===== src/hdl/sapq_pkg.sv =====
package sapq_pkg;

    localparam int VALUE_BITS = 27;
    localparam int unsigned VALUE_LIMIT = 32'd100000000;

    localparam logic OP_INSERT = 1'b0;
    localparam logic OP_REMOVE = 1'b1;

    typedef struct packed {
        logic                  op;
        logic [VALUE_BITS-1:0] value;
        logic [5:0]            remove_count;
    } req_t;

    typedef struct packed {
        logic [VALUE_BITS-1:0] removed_value;
        logic                  has_value;
        logic                  last;
        logic                  dropped;
        logic [6:0]            occupancy;
    } res_t;

    // what the whole chain does in the current cycle
    typedef struct packed {
        logic insert;
        logic shift;
    } cell_cmd_t;

endpackage


===== src/hdl/sapq_cell.sv =====
module sapq_cell
    import sapq_pkg::*;
(
    input  logic                  clk,
    input  cell_cmd_t             cmd,
    input  logic                  occupied,
    input  logic [VALUE_BITS-1:0] ins_value,
    input  logic [VALUE_BITS-1:0] left_value,
    input  logic                  left_gt,
    input  logic [VALUE_BITS-1:0] right_value,
    output logic [VALUE_BITS-1:0] value,
    output logic                  gt
);

    logic [VALUE_BITS-1:0] value_reg;
    logic [VALUE_BITS-1:0] value_next;

    // an empty cell counts as greater so a new value lands at the tail
    assign gt = !occupied || (value_reg > ins_value);
    assign value = value_reg;

    always_comb
    begin
        value_next = value_reg;
        if (cmd.insert && gt)
        begin
            value_next = left_gt ? left_value : ins_value;
        end
        else if (cmd.shift)
        begin
            value_next = right_value;
        end
    end

    always_ff @(posedge clk)
    begin
        value_reg <= value_next;
    end

endmodule


===== config.mk =====
export PLATFORM = sky130hd
export DESIGN_NAME = sapq_cell
export DESIGN_NICKNAME = d
export VERILOG_FILES = /design/src/hdl/sapq_pkg.sv /design/src/hdl/sapq_cell.sv
export SDC_FILE = /design/constraint.sdc
export NUM_CORES = 1
export LEC_CHECK = 0
export ABC_AREA = 1
export BUFFER_PORTS_ARGS = -buffer_cell sky130_fd_sc_hd__buf_2
export CAP_MARGIN = 20
export CORE_MARGIN = 2
export CORE_UTILIZATION = 51
export CTS_BUF_LIST = sky130_fd_sc_hd__clkbuf_8
export CTS_CLUSTER_SIZE = 40
export DETAILED_ROUTE_END_ITERATION = 7
export PLACE_DENSITY = 0.89
export SLEW_MARGIN = 10
export SYNTH_ARGS = -nofsm -noshare
export SYNTH_HDL_FRONTEND = slang
export SYNTH_SLANG_ARGS = --single-unit
export TNS_END_PERCENT = 30

===== constraint.sdc =====
create_clock -name clk -period 3.68 [get_ports clk]
set_input_delay 0.368 -clock clk [delete_from_list [all_inputs] [get_ports clk]]
set_output_delay 0.368 -clock clk [all_outputs]
set_load 0.02 [all_outputs]

Yosys cells after proc, flatten, opt, wreduce, memory -nomap -nowiden
Index checks and enable logic that the tools add are counted.
Storage, ports and cells
  bits of input ports: 86
  word-level logic and storage cells: 9
  bits in registers: 27
Cells by class
  reductions and logical operators: 4
  order comparisons: 1
  muxes and demuxes: 3
Operators by type and width (count)
  two-way mux 27 bit: 3
  > comparator 27 bit: 1
  nonzero test 2 bit: 1
  logical AND 1 bit: 1
  logical NOT 1 bit: 1
  logical OR 1 bit: 1

Depth between registers and ports, before layout
  word-level depth: 4
  depth in mapped cells: 16
  depth with buffers taken out: 15

Least setup slack after synthesis
Ideal clock, no wire load.
  kind: flip-flop to flip-flop
  from: register value_reg[10], in the netlist value[10]
  to: register value_reg[0], in the netlist value[0], enable pin
  arrival time: 2.323 ns
  buffers on the path: 1
  path slack: 0.973 ns
  stages on the path, launching flop included: 14
  period minus slack after synthesis: 2.707 ns
  required time: 3.296 ns
  library setup time: 0.384 ns
  path through: edfxtp_1 ha_1 nand2_1 nor2_2 and2_4 nand2_2 nand3_2 nand2_1 nand2_1 nand2_1 nand2_2 nand2_2 buf_4 nand2_1
Between the ends
  word-level cells in the longest chain between the ends: 4
RTL lines
  from (decl): RTL line sapq_cell.sv:15  | logic [VALUE_BITS-1:0] value_reg;
  from (signal assigned): RTL line sapq_cell.sv:37  | value_reg <= value_next;
  > comparator 27 bit: RTL line sapq_cell.sv:19  | assign gt = !occupied || (value_reg > ins_value);
  logical OR 1 bit: RTL line sapq_cell.sv:19
  logical AND 1 bit: RTL line sapq_cell.sv:25  | if (cmd.insert && gt)
  nonzero test 2 bit (no source line)
Every way passes these cells.
A chain may end at the register's enable or synchronous reset.

Worst setup path in the final report
  from: register value_reg[18], in the netlist value[18]
  to: output port gt
Between the ends
  word-level cells in the longest chain between the ends: 2
RTL lines
  > comparator 27 bit: RTL line sapq_cell.sv:19
  logical OR 1 bit: RTL line sapq_cell.sv:19
  to (decl): RTL line sapq_cell.sv:12  | output logic gt
Every way passes these cells.

==> summary.md <==
| Metric | Value |
|---|---|
| Outcome | completed |
| CTS sink count | 27 |
| Area Overhead vs Synth | 27.1% |
| Routed Antenna Nets | 0 |
| Startpoint types | flop |
| Worst slew margin | 47.1% |
| CP peak stage delay | between 400 and 500 ps |
| Largest net degree at the start of global routing | between 50 and 60 |
| Metal-1 WL | ~2.5 mm |
| Max-cap violations | 0 |
| Layout Skew | 4.87 ps |
| Core area | around 4300 sq um |
| Layout cells sized above 1 | roughly 31% |
| R2r endpoint | value[17] |
| Slew @ Worst Pin | 794 ps |
| Post-synthesis sequential area ratio | 35.7% |
| Finished Layout Cells | 468 |
| Hold Path Sink | value[0] |
| Final Hold Fails | 0 |
| Port bufs | ~110 |
| Crit path DAT | 2330 ps |
| Postcts setup bufs | 0 |
| DP Cell Count | between 400 and 500 |
| Syn nets | 423 |
| TritonCTS clock tree | yes |
| Pwr Density | 338 nW/um^2 |
| Post-route setup TNS | 0 ps |
| RSZ-0062 raised after global routing | no |
| CP endpoint kind | primary output |
| First-pass GRT wire length | 9.48 mm |
| Worst Reg2Reg Path Length in Cells | 12 |
| Peak Freq | 371 MHz |
| Worst-path clk slew | about 100 ps |
| Worst VDD drop | around 0.00022 V |
| Initial antenna violation count | 0 |
| CTS Hold Bufs | 0 |
| Filler cells | between 300 and 400 |
| Yosys top cell by area | edfxtp_1 |
| Mapped cell area | 2270 sq um |
| Cell area after layout | a little under 3000 sq um |
| Yosys top cell area share | approximately 36% |
| Placer Congestion | ~0.8 |
| Gate count of the mapped netlist | 310 |
| Top Metal Used | met4 |
| Worst-path fanout max | 28 |
| Family with the most delay on the worst path | simple AND/OR/NAND/NOR gates |
| Buf/Inv on CP | 2 |
| DPL Wire Length | 4.48 mm |
| Synth Warn # | 0 |
| FP Rows | 24 |
| Resize count post-CTS | 0 |
| DP Area | 2840 sq um |
| Hold Path Depth | 3 |
| ANT cells | 0 |
| Critical Path RT | between 3000 and 4000 ps |
| Flop2flop setup slack | 1060 ps |
| Synth cell types | 21 |
| Synth area leaders | edfxtp_1 36%, nand2_1 19%, ha_1 15%, inv_1 6.4%, nand3_1 6.4% |
| Setup CP Type | reg -> out |
| Total track usage | a little under a quarter |
| DIE AREA | 5000 sq um |
| Worst-skew pair later-pin latency | 280 ps |
| Final wirelength | 5.96 mm |
| DRC Markers | 0 |
| Most common cell on crit path | nand2_1 |
| Synthesized flop and latch total | 27 |
| Critical-path top delay cell | edfxtp_1 |
| Met2 Wirelength | 2.99 mm |
| WHS | 344 ps |
| Initial Util | 52.5% |
| Final period util | 73.2% |
| Avg Cell Area, Syn | 7.33 sq um |
| Via count | roughly 2,400 |
| Final setup violating endpoints | 0 |
| 1st-iter DRT viols | 135 |
| Tmin final | 2690 ps |
| Vias in the first global route | 2,233 |
| H-tree levels | 1 |
| FF-to-FF Start | value[18] |
| Hold WC Path Type | in -> reg |
| DR pass1 iterations | 4 |
| Total CTS buffers | 3 |
| Via-to-Cell Ratio | 5.06 |
| Max FFs per register | 27 |
| Leakage | ~0.0017 uW |
| Die Span Y | slightly above 70 um |
| Crit path cell chain | ha_1 -> nand2_1 -> nor2_1 -> nand3_1 -> nor2_1 -> nand2_1 -> nand2_1 -> nand2_1 -> nand2_2 -> buf_4 -> buf_2 |
| HP Start | right_value[0] |
| DR WL/cell | 12.7 um |
| IO Pins | 114 |
| Overflow after GRT | 0 |
| Fin nets | between 500 and 600 |
| Clk buf depth | 2 |
| DR WL met3 | 366 um |
| Die width | roughly 71 um |
| Root buffer cell | clkbuf_8 |
| Slew Viols, Final | 0 |
-- cell type report --
type / count / area (sq um) / share of cell area, %
inverters: 39 / 146 / 5.07
multi-input cells: 230 / 1230 / 42.5
clock inverters: 1 / 8.76 / 0.303
flip-flops and latches: 27 / 811 / 28.1
repair buffers: 116 / 588 / 20.4
clock buffers: 3 / 41.3 / 1.43
well taps: 52 / 65.1 / 2.25
-- layer usage --
| layer | vias up | track usage [%] |
|---|---|---|
| met4 | 0 | 6.50 |
| met1 | 1060 | 28.3 |
| met5 | - | 0 |
| met3 | 7 | 3.99 |
| met2 | 81 | 42.2 |
| li1 | 1219 | - |
-- logic make-up after synthesis --
| logic type | synth area share (%) |
|---|---|
| flip-flops | 35.7 |
| AND/OR/NAND/NOR | 30.0 |
| multiplexers | 0.496 |
| AO/OA/AOI/OAI | 8.70 |
| buffers and inverters | 10.2 |
| adder cells (fa/ha/maj) | 14.9 |
-- synthesized netlist by cell type, drive strengths merged --
| cell | instances |
|---|---|
| buf | 8 |
| nor2 | 9 |
| mux2 | 1 |
| clkbuf | 6 |
| edfxtp | 27 |
| nand3 | 30 |
| o21ai | 27 |
| nand4 | 1 |
| ha | 27 |
| a21oi | 8 |
| nor3 | 1 |
| a21o | 3 |
| inv | 39 |
| nor4b | 1 |
| and2 | 1 |
| nand2 | 121 |
-- through the flow --
step | setup slack [ps] | utilization, % | power (uW)
global placement | 1060 | 65.7 | 784
detailed placement | 1010 | 65.7 | 798
CTS | 994 | 66.8 | 977
finish | 985 | 66.8 | 976
floorplan | 973 | - | 670
global route | 867 | 66.8 | 1040
-- worst max-delay path by stage --
| stage | start | endpoint | slack (ps) | depth (start not counted) |
|---|---|---|---|---|
| 5_1_grt | value[18] | gt | 870 | 11 |
| 2_1_floorplan | value[10] | value[0] | 970 | 13 |
| 3_5_place_dp | ins_value[18] | value[3] | 1010 | 14 |
| 3_3_place_gp | ins_value[18] | value[3] | 1060 | 14 |
| 4_1_cts | value[18] | gt | 990 | 11 |
| 6_report | value[18] | gt | 990 | 11 |
-- worst reg2reg max path, stage by stage, from the launching register on --
cell      delay, ps
edfxtp_1        410
ha_1            310
nand2_1          70
nor2_1          240
nand3_1         110
nor2_1          100
nand2_1          60
nand2_1          60
nand2_1          60
nand2_2          80
nand2_2          50
nand2_1         430
buf_4           340
-- cell usage in the layout, fill, tap and decap left out, types with 8 or more instances in the layout --
cell type,count
ha_1,27
edfxtp_1,27
buf_2,113
a21oi_1,8
inv_1,39
nand2_1,118
o21ai_0,27
nor2_1,8
nand3_1,29
-- power by group --
part           internal [uW]  switching [uW]  leakage, uW
logic                    143             236      0.00137
registers                392            22.8     0.000277
clock network           79.7             103    0.0000261
Note: power is estimated with default switching activity, not from simulation.
